===== config.mk =====
export PLATFORM = sky130hd
export DESIGN_NAME = cxr_matrix_derive
export DESIGN_NICKNAME = d
export VERILOG_FILES = /design/src/hw/rtl/cxr_pkg.sv /design/src/hw/rtl/cxr_matrix_derive.sv
export SDC_FILE = /design/constraint.sdc
export NUM_CORES = 2
export LEC_CHECK = 0
export BUFFER_PORTS_ARGS = -buffer_cell sky130_fd_sc_hd__buf_2
export CORE_ASPECT_RATIO = 0.5
export CORE_MARGIN = 2
export CORE_UTILIZATION = 50
export CTS_BUF_LIST = sky130_fd_sc_hd__clkbuf_8
export DETAILED_ROUTE_END_ITERATION = 7
export GPL_TIMING_DRIVEN = 0
export PLACE_DENSITY_LB_ADDON = 0.05
export SLEW_MARGIN = 20
export SYNTH_ARGS = -nofsm -noshare
export SYNTH_HDL_FRONTEND = slang
export SYNTH_SLANG_ARGS = --single-unit

===== constraint.sdc =====
create_clock -name clk -period 12.5 [get_ports clk]
set_clock_uncertainty 0.2 [all_clocks]
set_input_delay 2.5 -clock clk [delete_from_list [all_inputs] [get_ports clk]]
set_output_delay 2.5 -clock clk [all_outputs]
set_load 0.02 [all_outputs]

===== src/hw/rtl/cxr_pkg.sv =====
// Shared types, widths and constants of the XYZ to RGB converter.
// No dependencies; every other file imports it.
package cxr_pkg;

    localparam int CHROMA_W = 16;
    localparam int NUM_REGS = 8;
    localparam int IDX_W    = 3;
    localparam int ADDR_W   = 5;
    localparam int APB_W    = 32;
    localparam int IN_W     = 18;
    localparam int OUT_W    = 21;
    localparam int COEF_W   = 32;
    localparam int NUM_COEF = 9;
    localparam int K_W      = 4;

    // Derivation arithmetic: chromaticity z, cofactor, product and divider widths.
    localparam int Z_W    = 18;
    localparam int COF_W  = 36;
    localparam int PROD_W = 54;
    localparam int A_W    = 50;
    localparam int D_W    = 53;

    localparam int OUT_MAX = 1048575;
    localparam int OUT_MIN = -1048576;

    localparam logic [IDX_W-1:0] REG_RED_X   = 3'd0;
    localparam logic [IDX_W-1:0] REG_RED_Y   = 3'd1;
    localparam logic [IDX_W-1:0] REG_GREEN_X = 3'd2;
    localparam logic [IDX_W-1:0] REG_GREEN_Y = 3'd3;
    localparam logic [IDX_W-1:0] REG_BLUE_X  = 3'd4;
    localparam logic [IDX_W-1:0] REG_BLUE_Y  = 3'd5;
    localparam logic [IDX_W-1:0] REG_WHITE_X = 3'd6;
    localparam logic [IDX_W-1:0] REG_WHITE_Y = 3'd7;

    typedef logic [NUM_REGS-1:0][CHROMA_W-1:0] cfg_regs_t;
    typedef logic [NUM_COEF-1:0][COEF_W-1:0] matrix_t;

    // Rec.709 primaries with a D65 white.
    localparam cfg_regs_t CFG_RESET = {
        16'd21561, 16'd20493, 16'd3932, 16'd9830,
        16'd39322, 16'd19661, 16'd21627, 16'd41943
    };

    typedef enum logic [1:0] {
        STATUS_OK    = 2'd0,
        STATUS_SAT   = 2'd1,
        STATUS_DEGEN = 2'd2
    } status_t;

    typedef enum logic [2:0] {
        DER_COF,
        DER_RESP,
        DER_CHECK,
        DER_NUM,
        DER_DIV,
        DER_FIN,
        DER_DONE
    } der_state_t;

    typedef struct packed {
        logic busy;
        logic degenerate;
    } der_stat_t;

endpackage


===== src/hw/rtl/cxr_matrix_derive.sv =====
// Sequencer that derives the white-scaled conversion matrix from the primaries,
// using one shared multiplier and a restoring divider. Depends on cxr_pkg.
module cxr_matrix_derive
    import cxr_pkg::*;
#(
    parameter int FRAC_BITS = 16
)
(
    input  logic      clk,
    input  logic      rst_n,
    input  cfg_regs_t regs,
    input  logic      cfg_wr,
    output matrix_t   matrix,
    output der_stat_t stat
);

    localparam int NW    = A_W + FRAC_BITS + 1;
    localparam int CNT_W = $clog2(NW);
    localparam int W1    = 33 + FRAC_BITS;
    localparam logic [W1-1:0] POS_LIM = W1'(64'h7FFF_FFFF);
    localparam logic [W1-1:0] NEG_LIM = W1'(64'h8000_0000);
    localparam logic signed [Z_W-1:0] CHROMA_ONE = Z_W'(65536);

    der_state_t state_reg;
    der_state_t state_next;

    logic [K_W-1:0]   k_reg;
    logic [1:0]       row_reg;
    logic [1:0]       col_reg;
    logic             sub_reg;
    logic             half_reg;
    logic [CNT_W-1:0] bit_cnt_reg;
    logic             degen_reg;

    logic signed [PROD_W-1:0] prod_reg;
    logic signed [PROD_W-1:0] acc_reg;
    logic signed [COF_W-1:0]  cof_reg [NUM_COEF];
    logic signed [PROD_W-1:0] resp_reg [3];
    logic [NW-1:0]            nq_reg;
    logic [D_W-1:0]           rem_reg;
    logic [D_W-1:0]           d_reg;
    logic                     neg_reg;
    matrix_t                  coef_reg;

    logic signed [Z_W-1:0] px_s [3];
    logic signed [Z_W-1:0] py_s [3];
    logic signed [Z_W-1:0] pz_s [3];
    logic signed [Z_W-1:0] w_s [3];
    logic [1:0]            ia;
    logic [1:0]            ib;
    logic signed [Z_W-1:0] u_a;
    logic signed [Z_W-1:0] u_b;
    logic signed [Z_W-1:0] v_a;
    logic signed [Z_W-1:0] v_b;
    logic signed [COF_W-1:0]  op_a;
    logic signed [Z_W-1:0]    op_b;
    logic signed [PROD_W-1:0] prod_c;
    logic signed [PROD_W-1:0] resp_sum;
    logic signed [PROD_W-1:0] num_abs;
    logic signed [PROD_W-1:0] resp_abs;

    logic          degen_c;
    logic          last_k;
    logic [D_W:0]  r_sh;
    logic          ge;
    logic          ovf;
    logic [W1:0]   q_round;
    logic [W1-1:0] qh;
    logic [COEF_W-1:0] coef_c;

    always_comb
    begin
        px_s[0] = Z_W'({1'b0, regs[REG_RED_X]});
        py_s[0] = Z_W'({1'b0, regs[REG_RED_Y]});
        px_s[1] = Z_W'({1'b0, regs[REG_GREEN_X]});
        py_s[1] = Z_W'({1'b0, regs[REG_GREEN_Y]});
        px_s[2] = Z_W'({1'b0, regs[REG_BLUE_X]});
        py_s[2] = Z_W'({1'b0, regs[REG_BLUE_Y]});
        for (int p = 0; p < 3; p++)
        begin
            pz_s[p] = CHROMA_ONE - px_s[p] - py_s[p];
        end
        w_s[0] = Z_W'({1'b0, regs[REG_WHITE_X]});
        w_s[1] = Z_W'({1'b0, regs[REG_WHITE_Y]});
        w_s[2] = CHROMA_ONE - w_s[0] - w_s[1];
    end

    always_comb
    begin
        unique case (row_reg)
            2'd0:
            begin
                ia = 2'd1;
                ib = 2'd2;
            end
            2'd1:
            begin
                ia = 2'd2;
                ib = 2'd0;
            end
            default:
            begin
                ia = 2'd0;
                ib = 2'd1;
            end
        endcase
    end

    // Cofactor k is u[a]*v[b] - u[b]*v[a], with (u, v) chosen by the column.
    always_comb
    begin
        unique case (col_reg)
            2'd0:
            begin
                u_a = py_s[ia];
                u_b = py_s[ib];
                v_a = pz_s[ia];
                v_b = pz_s[ib];
            end
            2'd1:
            begin
                u_a = pz_s[ia];
                u_b = pz_s[ib];
                v_a = px_s[ia];
                v_b = px_s[ib];
            end
            default:
            begin
                u_a = px_s[ia];
                u_b = px_s[ib];
                v_a = py_s[ia];
                v_b = py_s[ib];
            end
        endcase
    end

    always_comb
    begin
        unique case (state_reg)
            DER_COF:
            begin
                op_a = sub_reg ? COF_W'(u_b) : COF_W'(u_a);
                op_b = sub_reg ? v_a : v_b;
            end
            DER_RESP:
            begin
                op_a = cof_reg[k_reg];
                op_b = w_s[col_reg];
            end
            default:
            begin
                op_a = cof_reg[k_reg];
                op_b = w_s[1];
            end
        endcase
    end

    assign prod_c   = PROD_W'(op_a) * PROD_W'(op_b);
    assign resp_sum = ((col_reg == 2'd0) ? '0 : acc_reg) + prod_reg;
    assign num_abs  = prod_reg[PROD_W-1] ? -prod_reg : prod_reg;
    assign resp_abs = resp_reg[row_reg][PROD_W-1] ? -resp_reg[row_reg] : resp_reg[row_reg];
    assign degen_c  = (w_s[1] == '0) || (resp_reg[0] == '0) || (resp_reg[1] == '0)
                      || (resp_reg[2] == '0);
    assign last_k   = (k_reg == K_W'(NUM_COEF - 1));

    assign r_sh = {rem_reg, nq_reg[NW-1]};
    assign ge   = (r_sh >= {1'b0, d_reg});

    assign ovf     = |nq_reg[NW-1:W1];
    assign q_round = {1'b0, nq_reg[W1-1:0]} + (W1+1)'(1);
    assign qh      = q_round[W1:1];

    always_comb
    begin
        if (neg_reg)
        begin
            coef_c = (ovf || (qh > NEG_LIM)) ? COEF_W'(32'h8000_0000) : -qh[COEF_W-1:0];
        end
        else
        begin
            coef_c = (ovf || (qh > POS_LIM)) ? COEF_W'(32'h7FFF_FFFF) : qh[COEF_W-1:0];
        end
    end

    always_comb
    begin
        state_next = state_reg;
        if (cfg_wr)
        begin
            state_next = DER_COF;
        end
        else
        begin
            unique case (state_reg)
                DER_COF:   if (half_reg && sub_reg && last_k) state_next = DER_RESP;
                DER_RESP:  if (half_reg && last_k) state_next = DER_CHECK;
                DER_CHECK: state_next = degen_c ? DER_DONE : DER_NUM;
                DER_NUM:   if (half_reg) state_next = DER_DIV;
                DER_DIV:   if (bit_cnt_reg == CNT_W'(NW - 1)) state_next = DER_FIN;
                DER_FIN:   state_next = last_k ? DER_DONE : DER_NUM;
                default:   state_next = DER_DONE;
            endcase
        end
    end

    always_comb
    begin
        stat.busy       = (state_reg != DER_DONE);
        stat.degenerate = degen_reg;
    end

    assign matrix = coef_reg;

    always_ff @(posedge clk or negedge rst_n)
    begin
        if (!rst_n)
        begin
            state_reg <= DER_COF;
        end
        else
        begin
            state_reg <= state_next;
        end
    end

    always_ff @(posedge clk or negedge rst_n)
    begin
        if (!rst_n)
        begin
            k_reg       <= '0;
            row_reg     <= '0;
            col_reg     <= '0;
            sub_reg     <= 1'b0;
            half_reg    <= 1'b0;
            bit_cnt_reg <= '0;
            degen_reg   <= 1'b0;
        end
        else if (cfg_wr)
        begin
            k_reg    <= '0;
            row_reg  <= '0;
            col_reg  <= '0;
            sub_reg  <= 1'b0;
            half_reg <= 1'b0;
        end
        else
        begin
            unique case (state_reg)
                DER_COF, DER_RESP, DER_NUM, DER_FIN:
                begin
                    if (state_reg != DER_FIN)
                    begin
                        half_reg <= ~half_reg;
                    end
                    if (state_reg == DER_COF && half_reg)
                    begin
                        sub_reg <= ~sub_reg;
                    end
                    if (state_reg == DER_NUM)
                    begin
                        bit_cnt_reg <= '0;
                    end
                    if ((state_reg == DER_COF && half_reg && sub_reg)
                        || (state_reg == DER_RESP && half_reg) || state_reg == DER_FIN)
                    begin
                        if (last_k)
                        begin
                            k_reg   <= '0;
                            row_reg <= '0;
                            col_reg <= '0;
                        end
                        else
                        begin
                            k_reg <= k_reg + K_W'(1);
                            if (col_reg == 2'd2)
                            begin
                                col_reg <= '0;
                                row_reg <= row_reg + 2'd1;
                            end
                            else
                            begin
                                col_reg <= col_reg + 2'd1;
                            end
                        end
                    end
                end
                DER_CHECK:
                begin
                    degen_reg <= degen_c;
                end
                DER_DIV:
                begin
                    bit_cnt_reg <= bit_cnt_reg + CNT_W'(1);
                end
                default:
                begin
                    half_reg <= 1'b0;
                end
            endcase
        end
    end

    always_ff @(posedge clk)
    begin
        unique case (state_reg)
            DER_COF:
            begin
                if (!half_reg)
                begin
                    prod_reg <= prod_c;
                end
                else if (!sub_reg)
                begin
                    acc_reg <= prod_reg;
                end
                else
                begin
                    cof_reg[k_reg] <= COF_W'(acc_reg - prod_reg);
                end
            end
            DER_RESP:
            begin
                if (!half_reg)
                begin
                    prod_reg <= prod_c;
                end
                else
                begin
                    acc_reg <= resp_sum;
                    if (col_reg == 2'd2)
                    begin
                        resp_reg[row_reg] <= resp_sum;
                    end
                end
            end
            DER_NUM:
            begin
                if (!half_reg)
                begin
                    prod_reg <= prod_c;
                end
                else
                begin
                    nq_reg  <= {num_abs[A_W-1:0], (FRAC_BITS + 1)'(0)};
                    rem_reg <= '0;
                    d_reg   <= resp_abs[D_W-1:0];
                    neg_reg <= prod_reg[PROD_W-1] ^ resp_reg[row_reg][PROD_W-1];
                end
            end
            DER_DIV:
            begin
                rem_reg <= ge ? D_W'(r_sh - {1'b0, d_reg}) : r_sh[D_W-1:0];
                nq_reg  <= {nq_reg[NW-2:0], ge};
            end
            DER_FIN:
            begin
                coef_reg[k_reg] <= coef_c;
            end
            default:
            begin
                acc_reg <= acc_reg;
            end
        endcase
    end

endmodule


Word-level counts from Yosys, hierarchy flattened:

Memories as Yosys holds them, arrays and structs flattened.
Cells that the tools add are included.

* bits in latches: 0
* bits in writable memories: 486
* input bits: 131
* bits in read-only memories: 0
* register bits after elaboration: 591
* output and inout bits: 290
* memories: 2

Memory list
* cof_reg: depth 9, width 36, read ports 1, clocked after Yosys merged registers in 0, write ports 1, line cxr_matrix_derive.sv:37 `logic signed [COF_W-1:0] cof_reg [NUM_COEF];`
* resp_reg: depth 3, width 54, read ports 4, clocked after Yosys merged registers in 0, write ports 1, line cxr_matrix_derive.sv:38 `logic signed [PROD_W-1:0] resp_reg [3];`

* shift operators: 0
* $lt $le $gt $ge: 8
* multiply operators: 1
* div/mod/pow operators: 0
* add/sub/neg operators: 19
* equality and inequality tests: 23
* bitwise gates (word level): 7
* reduce and logical (&&, ||, !) cells: 43
* multiplexer cells: 87

Operators by type and width (number)
* 288-bit bitwise mux: 1
* 18-bit 2-to-1 mux: 15
* 18-bit binary-select mux with 2-bit select: 7
* 54-bit 2-to-1 mux: 4
* 18-bit one-hot mux with 2 select lines: 5
* 54-bit zero test: 3
* 53-bit 2-to-1 mux: 3
* 67-bit one-hot mux with 2 select lines: 1
* 32-bit demux with 4-bit select: 1
* 32-bit 2-to-1 mux: 4
* 54-bit one-hot mux with 2 select lines: 1
* 53-bit one-hot mux with 2 select lines: 1
* 36-bit 2-to-1 mux: 2
* 17-bit by 16-bit subtractor with 18-bit output (first input constant): 4
* 18-bit by 17-bit subtractor with 18-bit output: 4
* 67-bit 2-to-1 mux: 1
* 54-bit adder: 1
* 54-bit by 53-bit >= comparator with 1-bit output: 1
* 36-bit by 18-bit multiplier with 54-bit output: 1
* 53-bit negation: 1
* 53-bit subtractor: 1
* 49-bit by 1-bit adder with 50-bit output (second input constant): 1
* 50-bit 2-to-1 mux: 1
* 50-bit negation: 1
* 46 further kinds: 123

Depth between registers and ports, before layout:

* word-level depth: 10
* gate-level depth with buffers: 42
* depth with buffers taken out: 38

Worst setup path after synthesis:

No wires, ideal clock.

* path kind: in2reg
* from: input regs[65] (netlist name)
* to: register prod_reg[39], data pin
* library setup time: 265 ps
* setup slack: 607 ps
* required time: 12035 ps
* stages on the path: 39
* arrival time: 11428 ps
* path through: ha_1 inv_1 ha_1 inv_1 fa_1 nor2b_1 o31a_1 o41a_1 o2111a_1 o21ai_1 nand2_1 mux2_2 mux4_2 buf_2 o22ai_2 clkbuf_1 nand2_1 fa_1 [... 3 more ...] fa_1 inv_1 fa_1 fa_1 inv_1 fa_1 inv_1 ha_1 and4_1 and4_1 o21ai_0 o211ai_1 nor4_1 o21bai_1 a21oi_1 a2bb2oi_1 o21ai_0 xor2_1

* cells in the longest elaborated chain, start to end: 9
* elaborated cells on any way between the ends: 23
* classes of those cells: 2 x add/sub; 1 x mul; 20 x mux

Ends and longest elaborated chain
* from (decl): line cxr_matrix_derive.sv:11 `input cfg_regs_t regs,`
* 17-bit by 16-bit subtractor with 18-bit output: line cxr_matrix_derive.sv:81 `pz_s[p] = CHROMA_ONE - px_s[p] - py_s[p];`
* 18-bit by 17-bit subtractor with 18-bit output: line cxr_matrix_derive.sv:81
* 18-bit binary-select mux with 2-bit select (on tied branches)
* 18-bit 2-to-1 mux (on tied branches) (2 in series)
* 18-bit one-hot mux with 2 select lines: line cxr_matrix_derive.sv:112 `unique case (col_reg)`
* 18-bit 2-to-1 mux / 36-bit 2-to-1 mux (equally long branches): line cxr_matrix_derive.sv:143, cxr_matrix_derive.sv:142
* 18-bit one-hot mux with 2 select lines / 36-bit 2-to-1 mux (equally long branches)
* 36-bit by 18-bit multiplier with 54-bit output (*): line cxr_matrix_derive.sv:158 `assign prod_c = PROD_W'(op_a) * PROD_W'(op_b);`
* via prod_c[39]: line cxr_matrix_derive.sv:57 `logic signed [PROD_W-1:0] prod_c;`
* to (signal assigned): line cxr_matrix_derive.sv:310 `prod_reg <= prod_c;`
* to (signal assigned): line cxr_matrix_derive.sv:325 `prod_reg <= prod_c;`
* to (signal assigned): line cxr_matrix_derive.sv:340 `prod_reg <= prod_c;`
* to (decl): line cxr_matrix_derive.sv:35 `logic signed [PROD_W-1:0] prod_reg;`

The timed path passes the listed nets; every way through them passes the cells marked *. The select of a mux whose other input is x is not followed.
A chain may end at the register's enable or synchronous reset.

Worst setup path in the final report:

* from: input regs[67] (netlist name)
* to: register prod_reg[47], data pin

Same word-level chain as after synthesis.

==> out/metrics.yaml <==
critical_path:
  crit_arrival_ns: 12.86
  crit_path_frequent_cell: "fa_1"
  critPathCaptureType: "register"
  start_kind: "input port"
  required_ns: 12.99
  critPathTopFamily: "adder cells"
  crit_type: "input port to register"
  cp_max_fo: 10
  slowest_delay_ns: 0.55
  cp_num_buf_inv: 7
  slowest_stage: "fa_1"
logic_synthesis:
  syn-instance-count: 7838
  synth_top_area_frac: 0.394
  yosysUniqueCellTypes: 95
  synth_edf_count: 1110
  synth_top_area_cell: "edfxtp_1"
  synth_seq_cells: 1131
  seq_area_frac_synth: 0.400
  syn_area_um2: 84600
  synthTopCellsByArea: "edfxtp_1 (39%), fa_1 (15%), ha_1 (6.0%), inv_1 (4.8%), nand2_1 (3.8%)"
  avgSynthCellArea_um2: 10.8
  synth_nets: 9007
  yosys_warnings: 0
  synth_ff_type: "edfxtp_1"
  synthArstFlopShare: 0.0186
cells_and_area:
  stdcell_count: 10900
  nets: 9677
  largest_reg_flops: 324
  area_growth_pct: 12.1
  drive_gt1_frac: 0.143
flow_run:
  cap_violations: 0
sta:
  worstMarginPinSlew_ns: 1.23
  slew_violations: 0
  post-route-worst-setup-slack_ns: 0.136
  setup_viol: 0
  slew_headroom: 0.179
  final_hold_viol_count: 0
  period_needed_ns: 12.36
  setup_tns_ns: 0
  min_period_over_period: 0.989
  max_freq_ghz: 0.0809
global_routing:
  antenna_found_initial: 15
  grt_util_met2: 0.482
  met1_usage: 0.486
  met3_usage: 0.0801
  grt.total_usage: 0.327
  grt_pass1_vias: 62000
  grt_max_degree: 56
  busiest_layer: "met1"
  overflow: 0
  grt_pass1_wl_mm: 414
hold_path:
  hold_class: "register to register"
placement:
  pre_cts_slack_ns: -3.80
  placed_cells: 10600
  io_buffer_count: 419
  dp_hpwl_mm: 220
  globalplace.congestion: 1.01
drt:
  finalWirelength_mm: 282
  drc_errors: 0
  first_pass_iters: 8
  drt-initial-drc-count: 6726
  antenna_left: 0
  wl_per_cell_um: 25.8
  vias_per_cell: 5.87
  vias: 64200
floorplan:
  die_y_um: 295
  num_rows: 106
  io_pins: 421
  die_x_um: 586
  coreArea_um2: 168000
  die-area_um2: 173000
  start_util: 0.505
status:
  outcome: "completed"
clock_network:
  cts.clk_slew.worst_paths_ns: 0.06
  root_buffer: "clkbuf_8"
  h-tree-depth: 4
  clk_path_buf_depth: 3
  clock_latency_ns: 0.90
  postCtsHoldBufs: 0
  clkSinkCount: 1131
  cts_tree: "built"
  cts_buffers: 176
worst reg2reg max path: cells and delay by family (launching register included):
family | cells | cell delay (ns)
adders and majority gates | 8 | 3.99
DFF | 1 | 0.52
xor gates and xnor gates | 1 | 0.34
and+or+nand+nor | 5 | 0.98
AOI/OAI and AO/OA | 10 | 2.51
buffers and inverters | 13 | 3.63
final cells by class:
class                           instances  area, um2
Antenna cell                            7       17.5
Clock inverter                        135        721
Tap cell                             2268       2840
Buffer                                332       1520
Fill cell                           14900      72800
Sequential cell                      1131      33900
Clock buffer                          186       2560
Timing Repair Buffer                  502       3240
Multi-Input combinational cell       5283      46000
Inverter                             1082       4070
synthesized netlist by cell type (67+ instances only):
cell and n:
edfxtp_1 1110, inv_1 1080, nand2_1 855, fa_1 629, ha_1 409, a21oi_1 408
nor2_1 360, o21ai_0 314, clkbuf_1 263, xnor2_1 232, and2_1 160, a21o_1 151
nor2b_1 147, mux2i_1 145, mux4_2 135, xor2_1 110, nor3_1 106, nand3_1 93
nor4_1 85, mux2_2 71, nand4_1 70, and3_1 67
cells by family after synthesis:
group                      Yosys count  share of synthesized area
buffers and inverters             1424                     0.0641
AOI/OAI and AO/OA                 1430                      0.108
xor gates and xnor gates           342                     0.0354
adders and majority gates         1038                      0.209
and+or+nand+nor                   2122                      0.120
muxes                              351                     0.0625
DFF                               1131                      0.400
per-stage QoR:
| step | area, um2 | utilization | hold WS, ns |
|---|---|---|---|
| after floorplan | 84600 | - | 0.296 |
| after global placement | 89600 | 0.534 | 0.331 |
| after detailed placement | 90400 | 0.539 | 0.344 |
| after CTS | 94100 | 0.562 | 0.338 |
| after global routing | 94800 | 0.566 | 0.358 |
| final | 94800 | 0.566 | 0.351 |
what timing repair did:
action | in CTS | in global routing
resized for setup | 94 | 178
endpoints found under the hold margin | 0 | 0
cloned | 0 | 1
setup endpoints to repair | 45 | 33
buffers inserted | 18 | 24
pin swaps | 10 | 24
worst paths after layout:
kind                                       startpoint                          to  slack, ns  cells after the start
min in group asynchronous                       rst_n      col_reg[0]$_DFFE_PN0P_       1.43                      1
setup / recovery                             regs[67]      prod_reg[47]$_DFFE_PP_       0.14                     36
max in group asynchronous                       rst_n      row_reg[0]$_DFFE_PN0P_      10.21                      1
setup reg to reg               row_reg[1]$_DFFE_PN0P_      prod_reg[39]$_DFFE_PP_       0.15                     37
hold / removal             bit_cnt_reg[6]$_DFFE_PN0P_  bit_cnt_reg[6]$_DFFE_PN0P_       0.35                      2
hold reg to reg            bit_cnt_reg[6]$_DFFE_PN0P_  bit_cnt_reg[6]$_DFFE_PN0P_       0.35                      2
layout by cell type, fill, tap and decap left out, types with 70 or more instances in the layout:
cell	count
nor3_1	100
buf_2	455
clkbuf_8	187
inv_1	1132
nand2_1	855
fa_1	628
xor2_1	107
a21o_1	151
edfxtp_1	1110
nor2b_1	146
ha_1	400
nand3_1	92
xnor2_1	229
a21oi_1	404
mux2_2	71
clkbuf_1	191
o21ai_0	305
mux4_2	135
nor2_1	355
nand4_1	70
nor4_1	84
and2_1	144
mux2i_1	143
routing by layer:
metal,wire length (um),up-vias,share of wire
met4,6860,8,0.024
li1,-,28600,-
met1,127000,32200,0.45
met5,127,-,0.00045
met2,121000,2895,0.43
met3,27900,428,0.099
Power is not shown: default switching activity piles up to over one toggle a cycle in this logic, so the estimate is an artifact.
