**src/hw/rtl/cxr_pkg.sv**
```systemverilog
// Shared types, widths and constants of the XYZ to RGB converter.
// No dependencies; every other file imports it.
package cxr_pkg;

    localparam int CHROMA_W = 16;
    localparam int NUM_REGS = 8;
    localparam int IDX_W    = 3;
    localparam int ADDR_W   = 5;
    localparam int APB_W    = 32;
    localparam int IN_W     = 18;
    localparam int OUT_W    = 21;
    localparam int COEF_W   = 32;
    localparam int NUM_COEF = 9;
    localparam int K_W      = 4;

    // Derivation arithmetic: chromaticity z, cofactor, product and divider widths.
    localparam int Z_W    = 18;
    localparam int COF_W  = 36;
    localparam int PROD_W = 54;
    localparam int A_W    = 50;
    localparam int D_W    = 53;

    localparam int OUT_MAX = 1048575;
    localparam int OUT_MIN = -1048576;

    localparam logic [IDX_W-1:0] REG_RED_X   = 3'd0;
    localparam logic [IDX_W-1:0] REG_RED_Y   = 3'd1;
    localparam logic [IDX_W-1:0] REG_GREEN_X = 3'd2;
    localparam logic [IDX_W-1:0] REG_GREEN_Y = 3'd3;
    localparam logic [IDX_W-1:0] REG_BLUE_X  = 3'd4;
    localparam logic [IDX_W-1:0] REG_BLUE_Y  = 3'd5;
    localparam logic [IDX_W-1:0] REG_WHITE_X = 3'd6;
    localparam logic [IDX_W-1:0] REG_WHITE_Y = 3'd7;

    typedef logic [NUM_REGS-1:0][CHROMA_W-1:0] cfg_regs_t;
    typedef logic [NUM_COEF-1:0][COEF_W-1:0] matrix_t;

    // Rec.709 primaries with a D65 white.
    localparam cfg_regs_t CFG_RESET = {
        16'd21561, 16'd20493, 16'd3932, 16'd9830,
        16'd39322, 16'd19661, 16'd21627, 16'd41943
    };

    typedef enum logic [1:0] {
        STATUS_OK    = 2'd0,
        STATUS_SAT   = 2'd1,
        STATUS_DEGEN = 2'd2
    } status_t;

    typedef enum logic [2:0] {
        DER_COF,
        DER_RESP,
        DER_CHECK,
        DER_NUM,
        DER_DIV,
        DER_FIN,
        DER_DONE
    } der_state_t;

    typedef struct packed {
        logic busy;
        logic degenerate;
    } der_stat_t;

endpackage

```
**src/hw/rtl/cxr_cfg_regs.sv**
```systemverilog
// Configuration register file with its APB-style access port.
// Depends on cxr_pkg.
module cxr_cfg_regs
    import cxr_pkg::*;
(
    input  logic              clk,
    input  logic              rst_n,
    input  logic              psel,
    input  logic              penable,
    input  logic              pwrite,
    input  logic [ADDR_W-1:0] paddr,
    input  logic [APB_W-1:0]  pwdata,
    output logic [APB_W-1:0]  prdata,
    output logic              pready,
    output cfg_regs_t         regs,
    output logic              cfg_wr
);

    cfg_regs_t        regs_reg;
    logic [IDX_W-1:0] idx;

    assign idx    = paddr[ADDR_W-1:2];
    assign pready = 1'b1;
    assign cfg_wr = psel & penable & pwrite;
    assign prdata = {{(APB_W-CHROMA_W){1'b0}}, regs_reg[idx]};
    assign regs   = regs_reg;

    always_ff @(posedge clk or negedge rst_n)
    begin
        if (!rst_n)
        begin
            regs_reg <= CFG_RESET;
        end
        else if (cfg_wr)
        begin
            regs_reg[idx] <= pwdata[CHROMA_W-1:0];
        end
    end

endmodule

```
**config.mk**
```make
export PLATFORM = sky130hd
export DESIGN_NAME = cxr_cfg_regs
export DESIGN_NICKNAME = d
export VERILOG_FILES = /design/src/hw/rtl/cxr_pkg.sv /design/src/hw/rtl/cxr_cfg_regs.sv
export SDC_FILE = /design/constraint.sdc
export NUM_CORES = 1
export LEC_CHECK = 0
export CAP_MARGIN = 30
export CORE_MARGIN = 1
export CORE_UTILIZATION = 63
export CTS_BUF_LIST = sky130_fd_sc_hd__clkbuf_16
export CTS_CLUSTER_SIZE = 12
export DETAILED_ROUTE_END_ITERATION = 10
export DONT_BUFFER_PORTS = 1
export GPL_TIMING_DRIVEN = 1
export HOLD_SLACK_MARGIN = 0.02
export PLACE_DENSITY = 0.76
export REMOVE_ABC_BUFFERS = 1
export SETUP_SLACK_MARGIN = 0.2
export SYNTH_ARGS = -nofsm -noshare
export SYNTH_HDL_FRONTEND = slang
export SYNTH_SLANG_ARGS = --single-unit
```
**constraint.sdc**
```tcl
create_clock -name clk -period 1.5 [get_ports clk]
set_input_delay 0.15 -clock clk [delete_from_list [all_inputs] [get_ports clk]]
set_output_delay 0.15 -clock clk [all_outputs]
set_load 0.005 [all_outputs]
```
======== Yosys cells after proc, flatten, opt, wreduce, memory -nomap -nowiden ========
Index checks and enable logic that the tools add are counted.
operators by class
  magnitude comparators ................... 2
  multiplexer cells ....................... 5
  bitwise operators ....................... 2
  reductions and logical operators ........ 1
operator list
  kind                                                               count
  bitwise mux 128 bit                                                1
  binary-select mux 16 bit (select 3 bit)                            1
  demux 16 bit (select 3 bit)                                        1
  two-way mux 16 bit                                                 2
  less-than comparator 3 x 4 -> 1 bit, second input constant         1
  greater-or-equal comparator 3 x 1 -> 1 bit, second input constant  1
  bitwise AND 1 bit                                                  2
  logical AND 1 bit                                                  1
word-level totals
  register bits ........................... 128
  input bits .............................. 42
  output and inout bits ................... 162
  logic and storage cells ................. 18

======== Logic depth before layout (Yosys ltp) ========
Gate-level depths: netlist of the first run.
  depth after elaboration ................. 5
  mapped depth ............................ 5

======== Worst setup path after synthesis of the first run ========
Ideal clock, no wire load.
  path kind ............................... input -> register
  from .................................... in paddr[2]
  to ...................................... reg regs_reg, in the netlist regs[10]
  library setup time ...................... 0.125 ns
  arrival ................................. 1.275 ns
  required time ........................... 1.375 ns
  path slack .............................. 0.100 ns
  stages .................................. 5
  cell sequence ........................... buf_6 -> nand4b_4 -> nor3_4 -> buf_8 -> mux2_2
on the way
  longest elaborated chain between the ends .. 5
  elaborated cells between the ends (all ways) .. 6
RTL lines
  item                                                                                                                            RTL line            RTL
  from (decl)                                                                                                                     cxr_cfg_regs.sv:11  input logic [ADDR_W-1:0] paddr,
  less-than comparator 3 x 4 -> 1 bit (not written as such) / greater-or-equal comparator 3 x 1 -> 1 bit (equally long branches)  cxr_cfg_regs.sv:36  regs_reg[idx] <= pwdata[CHROMA_W-1:0];
  logical AND 1 bit (not written as such)                                                                                         cxr_cfg_regs.sv:36
  two-way mux 16 bit (not written as such)                                                                                        cxr_cfg_regs.sv:36
  demux 16 bit (select 3 bit) (*)                                                                                                 cxr_cfg_regs.sv:36
  bitwise mux 128 bit (*)                                                                                                         cxr_cfg_regs.sv:36
  to (signal, indexed assignment)                                                                                                 cxr_cfg_regs.sv:36
  to (decl)                                                                                                                       cxr_cfg_regs.sv:19  cfg_regs_t regs_reg;
Every way passes the cells marked *; elsewhere a longest branch is shown, timed or not.
A chain may end at the register's enable or synchronous reset.

======== Final worst setup path of the first run ========
  from .................................... reg regs_reg, in the netlist regs[125]
  to ...................................... out prdata[13]
on the way
  longest elaborated chain between the ends .. 2
RTL lines
  item                                      RTL line            RTL
  binary-select mux 16 bit (select 3 bit)   cxr_cfg_regs.sv:25  assign prdata = {{(APB_W-CHROMA_W){1'b0}}, regs_reg[idx]};
  two-way mux 16 bit (not written as such)  cxr_cfg_regs.sv:25
  to (decl)                                 cxr_cfg_regs.sv:13  output logic [APB_W-1:0] prdata,
Every way passes these cells. The select of a mux whose other input is x is not followed.

==> metrics list, run 1 <==
- The worst register-to-register path ends at regs[53].
- The worst setup path is launched from a register.
- Number of cells on the worst reg-to-reg path: 2
* Syn Area/Cell: 17.46 sq um
* End point of the critical path: prdata[13]
* Clock transition at path regs: 60 ps
* Global-route total usage across every layer: between 20% and 30%
- Critical Path RT: 1350 ps
- Switching part of the total: between 20 and 25%
- In the synthesized netlist the dominant register cell turns out to be sky130_fd_sc_hd__dfrtp_1.
- Fmax: 0.5692 GHz
- Worst Setup End Kind: output pin
- Counting flops with a built-in enable in the synthesized netlist gives 0.
- In this run, the clock network consumes 39.4% of the power.
* Internal Power: about 0.008 W
* Failing checks: negative hold slack, negative setup slack
* Met2 Routed Length: ~7.0 mm
* Beginning of the critical path: regs[125]
- The later pin in the worst-skew pair is clocked with a latency of 400 ps.
- Using the TritonRoute via totals, the vias-per-cell ratio works out to 6.466.
- Register area share after synthesis: 52.94%
- Wirelength, routed: 13.85 mm
* Critical path type: register to output pin
- In this run, the number of DRC markers left after iteration 0 of detailed routing was between 150 and 200.
* Cell leakage power: 2.961 nW
* Setup total negative slack: -3598 ps
* Cell area after placement: 6275 sq um
* CTS tree: built
- Share of flip-flops with an asynchronous set or reset: 100.0%
- Worst setup skew after layout: 0 ps
* Reg-to-reg startpoint: regs[53]
* Initial Utilization: 66.13%
- In this run the worst hold path is classified as input pin to async pin.
- After detailed routing, the number of remaining DRC violations is 0.
- Distinct cells, synth: 20
- Part of the total power dissipated in sequential elements: 47.7%
* CORE AREA: 9371 sq um
- The register with the most flip-flops in the layout has 128 of them.
* Number of synthesized register bits: 128
* Total of buffers placed on input and output ports: 0
- The highest layer touched by signal routing is met4.
* Max Transition Viols Final: 0
- FP Rows: 35
* Final Instance Area: 6994 sq um
- Number of failing hold endpoints at the final stage: 128
- Measured along the x axis, the die boundary spans 101.2 um.
- Entering global routing, the biggest net connects about 130 pins.
* Post-route setup slack: -256.9 ps
* Final total power: 0.01076 W
* Drt wl/cell: between 20 and 30 um
- Count of H-tree levels built during CTS: 4
* Area of the die: 10240 sq um
- Master cell of the clock root buffer: sky130_fd_sc_hd__clkbuf_16
- Clock sink count: 128
* Power per cell area: between 1500 and 2000 nW/um^2
- Combinational logic burns between 10 and 15% of the power.
* Unrepaired setup endpoints after global routing: true
- Post-route fraction of the period consumed by the critical path: 117.1%
- For this run, the number of Yosys warnings is 0.
- CP max FO: 3
* HPWL after DPL: 8.477 mm
* Slack of the worst reg-to-reg path: 580 ps
* Final core occ: 74.63%
- Routed length on met1: 5.464 mm
- Via count of the first global-routing pass: 3533
- The first global-routing pass estimated 21.10 mm of wire.
- Die boundary height: 101.2 um
* Final worst path period need: 1757 ps
- Longest Clk Path Bufs: 2
- After clock tree synthesis, the flow added hold-fix buffers numbering 16.
- Arrival time at the worst endpoint: between 1500 and 2000 ps
* Outcome: finished with violations
- In this run, CTS created clock tree buffers numbering 17.
* P_sw: 0.002614 W
* Number of antenna repair diodes: 0
- Remaining global-route overflow: 0
* Worst hold slack across all endpoints: -560.0 ps
- Routability congestion estimate: between 0.6 and 0.7
- The first detailed-routing pass ran for 4 iterations.
* Endpoints failing setup: 16
- Layout cell share with drive strength beyond 1: roughly 74%
- Synthesis produced 355 cells.
* Max-cap check violation count: 0
- The worst-case IR drop observed on VDD is approximately 900 uV.
* Initial antenna violation count: 0
- The count of nets left with antenna violations once routing finished came out at 0.
- Number of I/O pins: 204
- Via count: ~3400
* Met3 routed wirelength: 1.276 mm
- In the final design database the tool counted 430 nets.
- Area of the mapped netlist: ~6200 sq um
- Compared with the post-synthesis result, the final layout area differs by 12.86%.
[cells in the mapped netlist, types with 2 or more instances]
cell                       instances  area, sq um
sky130_fd_sc_hd__buf_2             4        20.02
sky130_fd_sc_hd__buf_4            19        142.6
sky130_fd_sc_hd__buf_6             9        101.4
sky130_fd_sc_hd__conb_1            2        7.510
sky130_fd_sc_hd__dfrtp_1          66         1652
sky130_fd_sc_hd__dfstp_2          62         1629
sky130_fd_sc_hd__mux2_2          144         1622
sky130_fd_sc_hd__mux4_1           31        814.5
sky130_fd_sc_hd__nand2b_1          2        12.51
sky130_fd_sc_hd__nor2_2            5        31.28
sky130_fd_sc_hd__nor3_4            2        32.53
[per-stage QoR]
stage	hold WS [ps]	worst slack, ps	instances
6_report	-560.0	-256.9	530
5_1_grt	-582.4	-289.2	530
4_1_cts	-573.2	-277.2	530
3_5_place_dp	-143.1	133.7	482
3_3_place_gp	-142.8	141.0	482
2_1_floorplan	-145.6	145.9	335
[cell type report]
type,instances,area (sq um)
Clock buffer,17,425.4
Fill cell,613,2377
Timing Repair Buffer,34,320.3
Multi-Input combinational cell,207,2613
Sequential cell,128,3281
Clock inverter,15,193.9
Tap cell,129,161.4
[how the worst min path moves through the flow]
stage	start	to	slack [ps]	cells past startpoint
global placement	rst_n	regs[121]	-140	0
CTS	rst_n	regs[121]	-570	0
finish	rst_n	regs[121]	-560	0
global route	rst_n	regs[121]	-580	0
detailed placement	rst_n	regs[121]	-140	0
floorplan	rst_n	regs[100]	-150	0
[logic make-up after synthesis]
family	after synthesis	share of synthesized area [%]
buf+inv	35	4.846
flops	128	52.94
mux	176	39.67
other cells	2	0.1212
simple gates	14	2.423
[cell usage in the layout, fill, tap and decap left out, types with 4 or more instances in the layout]
| master | n |
|---|---|
| sky130_fd_sc_hd__mux4_2 | 31 |
| sky130_fd_sc_hd__mux2_2 | 130 |
| sky130_fd_sc_hd__dlygate4sd3_1 | 16 |
| sky130_fd_sc_hd__nor2_2 | 5 |
| sky130_fd_sc_hd__mux2_4 | 14 |
| sky130_fd_sc_hd__buf_4 | 16 |
| sky130_fd_sc_hd__clkinv_4 | 4 |
| sky130_fd_sc_hd__clkbuf_16 | 17 |
| sky130_fd_sc_hd__dfrtp_1 | 66 |
| sky130_fd_sc_hd__conb_1 | 17 |
| sky130_fd_sc_hd__dfstp_2 | 62 |
| sky130_fd_sc_hd__bufinv_16 | 4 |
[power groups by stage]
stage / logic [W] / registers (W) / clock network (W)
3_3_place_gp: 0.00118 / 0.00510 / 0
5_1_grt: 0.00150 / 0.00523 / 0.00446
4_1_cts: 0.00140 / 0.00513 / 0.00430
6_report: 0.00139 / 0.00514 / 0.00424
2_1_floorplan: 0.00108 / 0.00488 / 0
3_5_place_dp: 0.00123 / 0.00514 / 0
[worst max-delay path, cell delays in order (launching register included)]
cell and delay (ps):
sky130_fd_sc_hd__dfrtp_1 420, sky130_fd_sc_hd__mux4_2 500, sky130_fd_sc_hd__mux2_4 280
[repair_timing]
action / in CTS / in global routing
buffers inserted: 0 / 0
hold endpoints to repair: 256 / 128
resized for setup: 43 / 1
endpoints found under the setup margin: 16 / 16
pin swaps: 0 / 0
[per-layer routing]
layer  up-vias  global-route usage [%]
li1       1377                       -
met1      1859                   38.33
met2       183                   46.15
met3         8                   9.593
met4         0                   7.246
met5         -                       0
Note: power is estimated with default switching activity, not from simulation.
==> inputs of run 2 (changes only) <==
CORE_ASPECT_RATIO = 2   (was default)
==> run 2 against run 1 <==
  * The run still ends with negative hold slack, negative setup slack left
  * Worst hold slack got worse by 3.1 ps
  * Clock skew unchanged
  * First-iteration DRC count decreased by 19%
  * Global-route usage increased by 1.3 points
  * Cell count increased by 1.9%
  * Sequential cell count unchanged
  * Via count decreased by 1.1%
  * Combinational power increased by 6%
  * Critical endpoint is now prdata[15]
==> metrics list, run 2 (synthesized netlist as in run 1, its figures left out) <==
- Outcome: finished with violations (unchanged).
- Failing checks: negative hold slack, negative setup slack (unchanged).
* Number of flip-flops in the largest register: 128 (unchanged)
* Maximum number of pins on one net before global-route repair: 129 (unchanged)
- The first-iteration detailed-routing DRC count came to 154 (was 191).
- Hold bufs inserted after CTS: 16 (unchanged)
* Longest Clk Path Bufs: 2 (unchanged)
* Arrival time at the worst endpoint: 1620 ps (was 1610 ps)
* First drt pass iteration count: 4 (unchanged)
* CP max FO: 3 (unchanged)
- The remaining global-route overflow is 0 (unchanged).
- Global-route wire length before repair: 22.11 mm (was 21.10 mm)
- The reg-to-reg setup timing slack is 560 ps (was 580 ps).
- Inserted Clock Buffers: 17 (unchanged)
- The max-slew violation count is 0 (unchanged).
* Die boundary height: 142.3 um (was 101.2 um)
- The type of the worst min-delay path was input pin to async pin (unchanged).
* Power per cell area: 1522 nW/um^2 (was 1539 nW/um^2)
* Via count of the first global-routing pass: 3790 (was 3533)
* FP Rows: 50 (was 35)
- The net count of the finished layout was 439 (was 430).
- Kind of start point of the critical path: register (unchanged)
* Worst hold slack across all endpoints: -563.1 ps (was -560.0 ps)
* Count of H-tree levels built during CTS: 4 (unchanged)
* Initial antenna violation count: 0 (unchanged)
- The kind of critical path is register to output pin (unchanged).
- Number of I/O pins: 204 (unchanged)
- The total number of vias was 3389 (was 3427).
* Initial Utilization: 65.60% (was 66.13%)
- Most common cell after layout, fill and taps aside: sky130_fd_sc_hd__mux2_2 (unchanged)
- Number of routed nets with antenna violations: 0 (unchanged)
- The clock tree from TritonCTS is built (unchanged).
- The core area came to 9447 sq um (was 9371 sq um).
* Fmax: 0.5651 GHz (was 0.5692 GHz)
- Number of failing hold endpoints at the final stage: 128 (unchanged)
- Setup total negative slack: -3793 ps (was -3598 ps)
* Wirelength, routed: 14.48 mm (was 13.85 mm)
* Cell leakage power: 3.031 nW (was 2.961 nW)
- The data required time of the critical path is 1350 ps (about the same).
- Worst setup skew after layout: 0 ps (unchanged)
- Number of antenna repair diodes: 0 (unchanged)
- The number of buffers added on ports came to 0 (unchanged).
- The clock-pin slew on the worst setup and hold paths was 50 ps (was 60 ps).
* Post-CTS setup buffer count: 0 (unchanged)
* Chip width: 72.13 um (was 101.2 um)
- Master cell of the clock root buffer: sky130_fd_sc_hd__clkbuf_16 (unchanged)
* Worst IR Drop VDD: 999.7 uV (was 885.3 uV)
- The HPWL reported at the end of detailed placement was 9.032 mm (was 8.477 mm).
* Via/cell ratio: 6.276 (was 6.466)
- The proportion of layout cells with a drive suffix above 1 was 73.17% (was 73.57%).
- Area of the die: 10260 sq um (was 10240 sq um)
- Routability congestion estimate: 0.7918 (was 0.6945)
- The final worst-path setup slack was -269.5 ps (was -256.9 ps).
- The final core utilization was 74.94% (was 74.63%).
* DRC violations left: 0 (unchanged)
- The global-route usage over all layers was 30.08% (was 28.78%).
- The routed length per placed instance was 26.81 um (was 26.12 um).
- The number of max-cap violations is 0 (unchanged).
- Unrepaired setup endpoints after global routing: true (unchanged)
* Endpoints failing setup: 16 (unchanged)
- Most used cells in the layout excluding fill and tap cells: sky130_fd_sc_hd__mux2_2, sky130_fd_sc_hd__dfrtp_1, sky130_fd_sc_hd__dfstp_2 (unchanged).
- The post-layout minimum cycle time was 1769 ps (was 1757 ps).
* Post-route fraction of the period consumed by the critical path: 118.0% (was 117.1%)
* Insertion delay to the later sink of the worst-skew pair: 400 ps (about the same)
- The kind of capture point of the worst setup path was an output pin (unchanged).
- Syn-to-layout area delta: 14.23% (was 12.86%)
- The number of sinks on the clock net came to 128 (unchanged).
run 2: cell types whose count changed in the layout (fill, tap and decap cells not counted):
| cell | delta |
|---|---|
| sky130_fd_sc_hd__mux4_2 | -2 |
| sky130_fd_sc_hd__buf_12 | +2 |
| sky130_fd_sc_hd__inv_1 | +2 |
| sky130_fd_sc_hd__clkinvlp_4 | -1 |
| sky130_fd_sc_hd__clkinv_2 | +2 |
| sky130_fd_sc_hd__buf_4 | +7 |
| sky130_fd_sc_hd__mux4_1 | +2 |
| sky130_fd_sc_hd__clkinv_4 | -3 |
run 2: power breakdown:
| group | total [W] | leakage, nW | switching [W] | internal (W) |
|---|---|---|---|---|
| logic | 0.00147 | 1.24 | 0.000445 | 0.00103 |
| clock network | 0.00419 | 0.298 | 0.00145 | 0.00274 |
| registers | 0.00511 | 1.49 | 0.000724 | 0.00439 |
run 2: final timing paths:
| path | startpoint | endpoint | cells after the start |
|---|---|---|---|
| setup / recovery | regs[127] | prdata[15] | 2 |
| hold / removal | rst_n | regs[114] | 0 |
| setup reg to reg | regs[12] | regs[12] | 2 |
| hold reg to reg | regs[57] | regs[57] | 1 |
| max in group asynchronous | rst_n | regs[63] | 0 |
| min in group clk | paddr[3] | regs[11] | 3 |
run 2: layout make-up:
| type | instances | area [sq um] |
|---|---|---|
| Sequential cell | 128 | 3281 |
| Multi-Input combinational cell | 207 | 2620 |
| Fill cell | 560 | 2367 |
| Clock buffer | 17 | 425.4 |
| Timing Repair Buffer | 43 | 412.9 |
| Clock inverter | 15 | 177.7 |
| Tap cell | 130 | 162.7 |
run 2: routing by layer:
| metal | wire length, um | global-route usage (%) |
|---|---|---|
| met1 | 5325 | 36.12 |
| met2 | 7874 | 49.43 |
| met3 | 917 | 9.419 |
| met4 | 357 | 12.90 |
| met5 | 0 | 0 |
run 2: critical path: stages (launching register included):
cell and delay [ps]:
sky130_fd_sc_hd__dfrtp_1 420, sky130_fd_sc_hd__mux4_2 510, sky130_fd_sc_hd__mux2_4 280
run 2: what timing repair did:
action	4_1_cts	5_1_grt
setup endpoints to repair	16	16
gates resized for setup	37	5
pin swaps	0	0
endpoints found under the hold margin	256	128
run 2: metrics by stage:
stage | std cells | power (W) | setup slack (ps) | hold slack [ps] | instance area, sq um
6_report | 540 | 0.01077 | -269.5 | -563.1 | 7079
3_5_place_dp | 492 | 0.006441 | 117.7 | -141.5 | 6369
5_1_grt | 540 | 0.01121 | -320.4 | -585.7 | 7079
4_1_cts | 540 | 0.01084 | -292.6 | -581.1 | 7076
3_3_place_gp | 492 | 0.006337 | 133.1 | -143.2 | 6369
2_1_floorplan | 335 | 0.005959 | 145.9 | -145.6 | 5953
==> inputs of run 3 (changes only) <==
RECOVER_POWER = 50   (was default)
==> run 3 against run 2 <==
  * The flow still finishes with violations (negative hold slack, negative setup slack)
  * Via count is 1.2% higher
  * Combinational power barely moved
  * Non-clock buffer count unchanged
  * Count of clock-buffer cells in the layout unchanged
  * Sequential share of layout area is 0.41 points higher
  * Clock power about the same
  * Total power decreased by 0.39%
  * Critical path type unchanged
  * Core utilization down 0.66 points
  * Die area is the same
  * Register-to-register slack hardly changed
  * Sequential power down 0.8%
==> metrics list, run 3 (synthesized netlist as in run 1, its figures left out) <==
* Longest Clk Path Bufs: 2 (unchanged)
- CTS tree: built (unchanged)
- Part of the power in combinational logic: 13.7% (about the same)
- Insertion delay to the later sink of the worst-skew pair: 400 ps (about the same)
- Most common cell after layout, fill and taps aside: sky130_fd_sc_hd__mux2_2 (unchanged)
* Outcome: finished with violations (unchanged)
- Max Transition Viols Final: 0 (unchanged)
- Actual transition at the worst max-transition pin: 1034 ps
- Internal Power: 0.008112 W (was 0.008154 W)
* CP Cell Sequence: mux4_2, mux2_4 (unchanged)
* Final-stage net count: 439 (unchanged)
- Busiest metal layer after global routing: met2 (unchanged)
- The kind of capture point of the worst setup path is an output pin (unchanged).
* Syn-to-layout area delta: 13.22% (was 14.23%)
* Kind of start point of the critical path: register (unchanged)
* Max-cap check violation count: 0 (unchanged)
- Part of the total power dissipated in sequential elements: 47.3% (was 47.5%)
- The number of buffers created by CTS came to 17 (unchanged).
- The peak supply drop is 1001 uV (was 999.7 uV).
- Global-route track usage on met2: 49.43% (unchanged)
* Crit-path slowest cell: sky130_fd_sc_hd__mux4_2 (unchanged)
- The initial antenna violation count was 0 (unchanged).
- Endpoints failing setup: 27 (was 16)
- Clock sink count: 128 (unchanged)
- The number of cells in the design after placement came to 492 (unchanged).
* Maximum number of pins on one net before global-route repair: 129 (unchanged)
- The maximum clock frequency came to 0.5640 GHz (was 0.5651 GHz).
- The buffers inserted during post-CTS setup optimization is 0 (unchanged).
- Switching part of the total: 24.40% (was 24.30%)
- Wirelength, routed: 14.55 mm (was 14.48 mm)
- Global-route total usage across every layer: 30.08% (unchanged)
* DRC violations left: 0 (unchanged)
- Die boundary height: 142.3 um (unchanged)
* Total of buffers placed on input and output ports: 0 (unchanged)
- Remaining max-slew budget at the tightest pin: 31.09%
* Final total power: 0.01073 W (was 0.01077 W)
- The met1 track demand over resource is 36.12% (unchanged).
- The final core utilization is 74.28% (was 74.94%).
- Most used cells in the layout excluding fill and tap cells: sky130_fd_sc_hd__mux2_2, sky130_fd_sc_hd__dfrtp_1, sky130_fd_sc_hd__dfstp_2 (unchanged)
- The count of boundary I/O pins came to 204 (unchanged).
- Clock group share of total power: 39.1% (was 38.9%)
- Initial Utilization: 65.60% (unchanged)
* Remaining global-route overflow: 0 (unchanged)
* Via count of the first global-routing pass: 3790 (unchanged)
* Unrepaired setup endpoints after global routing: true (unchanged)
- First drt pass iteration count: 4 (unchanged)
* Number of failing hold endpoints at the final stage: 128 (unchanged)
* Via count: 3428 (was 3389)
- The post-layout minimum cycle time was 1773 ps (was 1769 ps).
- The overall die width is 72.13 um (unchanged).
* Buffers plus inverters on the worst setup path: 0 (unchanged)
- Master cell of the clock root buffer: sky130_fd_sc_hd__clkbuf_16 (unchanged)
* Worst hold slack across all endpoints: -563.3 ps (was -563.1 ps)
- Number of routed nets with antenna violations: 0 (unchanged)
* Clock transition at path regs: 50 ps (about the same)
* Number of antenna repair diodes: 0 (unchanged)
- Min-delay worst type: input pin to async pin (unchanged)
- Global-route wire length before repair: 22.11 mm (unchanged)
* Iter 0 DRT Violations: 227 (was 154)
- The number of hold-repair buffers added at the cts stage came to 16 (unchanged).
* Worst path max stage delay: 510 ps (about the same)
- The total power per unit cell area is 1529 nW/um^2 (was 1522 nW/um^2).
* Via/cell ratio: 6.348 (was 6.276)
- Number of flip-flops in the largest register: 128 (unchanged)
* Post-route fraction of the period consumed by the critical path: 118.2% (was 118.0%)
- The static leakage power came to 3.001 nW (was 3.031 nW).
- Drt wl/cell: 26.95 um (was 26.81 um)
- P_sw: 0.002619 W (was 0.002618 W)
* Failing checks: negative hold slack, negative setup slack (unchanged)
* Family of cells with the greatest summed delay on the critical path: multiplexers (unchanged)
- Worst setup skew after layout: 0 ps (unchanged)
- Routability congestion estimate: 0.7918 (unchanged)
* CORE AREA: 9447 sq um (unchanged)
* Critical path type: register to output pin (unchanged)
* Layout cell share with drive strength beyond 1: 65.12% (was 73.17%)
* HPWL after DPL: 9.032 mm (unchanged)
- The standard-cell row count was 50 (unchanged).
* Setup total negative slack: -4175 ps (was -3793 ps)
* Number of standard cells in the final layout excluding fillers: 540 (unchanged)
- The maximum fanout count along the critical path came to 3 (unchanged).
- Count of H-tree levels built during CTS: 4 (unchanged)
* Critical Path RT: 1350 ps (about the same)
- The arrival time of the worst setup path was 1620 ps (about the same).
- The met3 track utilization from global routing came to 9.419% (unchanged).
* Area of the die: 10260 sq um (unchanged)
- Post-route setup slack: -273.1 ps (was -269.5 ps)
[run 3: changes by cell type in the layout (fill, tap and decap cells not counted), sizes merged]
cell / before / now
clkbuf: 17 / 21
buf: 27 / 23
[run 3: worst paths after layout]
path                            from    endpoint  slack, ps  cells after the start
setup / recovery           regs[127]  prdata[15]       -270                      2
hold / removal                 rst_n   regs[114]       -560                      0
setup reg to reg            regs[12]    regs[12]        550                      2
hold reg to reg             regs[57]    regs[57]        560                      1
max in group asynchronous      rst_n     regs[8]       1790                      0
min in group clk            paddr[3]     regs[3]        240                      3
[run 3: power groups by stage]
stage	Clock, W	Combinational (W)	Sequential [W]
after detailed placement	0	0.00131	0.00513
after global placement	0	0.00126	0.00508
final	0.00419	0.00147	0.00507
after floorplan	0	0.00108	0.00488
after global routing	0.00442	0.00157	0.00517
after CTS	0.00426	0.00146	0.00511
[run 3: metal layers]
metal | vias to the layer above | wire length (um) | part of all wire, %
met5 | - | 0 | 0
met2 | 161 | 7798 | 54
met1 | 1858 | 5418 | 37
met4 | 0 | 422 | 2.9
li1 | 1384 | - | -
met3 | 25 | 911 | 6.3
[run 3: layout make-up]
type / count / area (sq um)
fillers: 572 / 2430
clock inverters: 15 / 177.7
repair buffers: 43 / 397.9
well taps: 130 / 162.7
multi-input cells: 207 / 2572
flip-flops and latches: 128 / 3281
clock buffers: 17 / 425.4
[run 3: timing repair]
action | CTS | global route
cloned | 0 | 0
endpoints found under the setup margin | 16 | 16
hold endpoints to repair | 256 | 128
resized for setup | 37 | 5
[run 3: per-stage QoR]
step	instance area, sq um	worst slack, ps
2_1_floorplan	5953	145.9
3_3_place_gp	6369	133.1
3_5_place_dp	6369	117.7
4_1_cts	7076	-292.6
5_1_grt	7017	-320.4
6_report	7017	-273.1
[run 3: worst reg2reg max path: cells and delay by family, from the launching register on]
kind	cells	cell delay (ps)
DFF	1	400
muxes	1	270
buffers and inverters	1	160
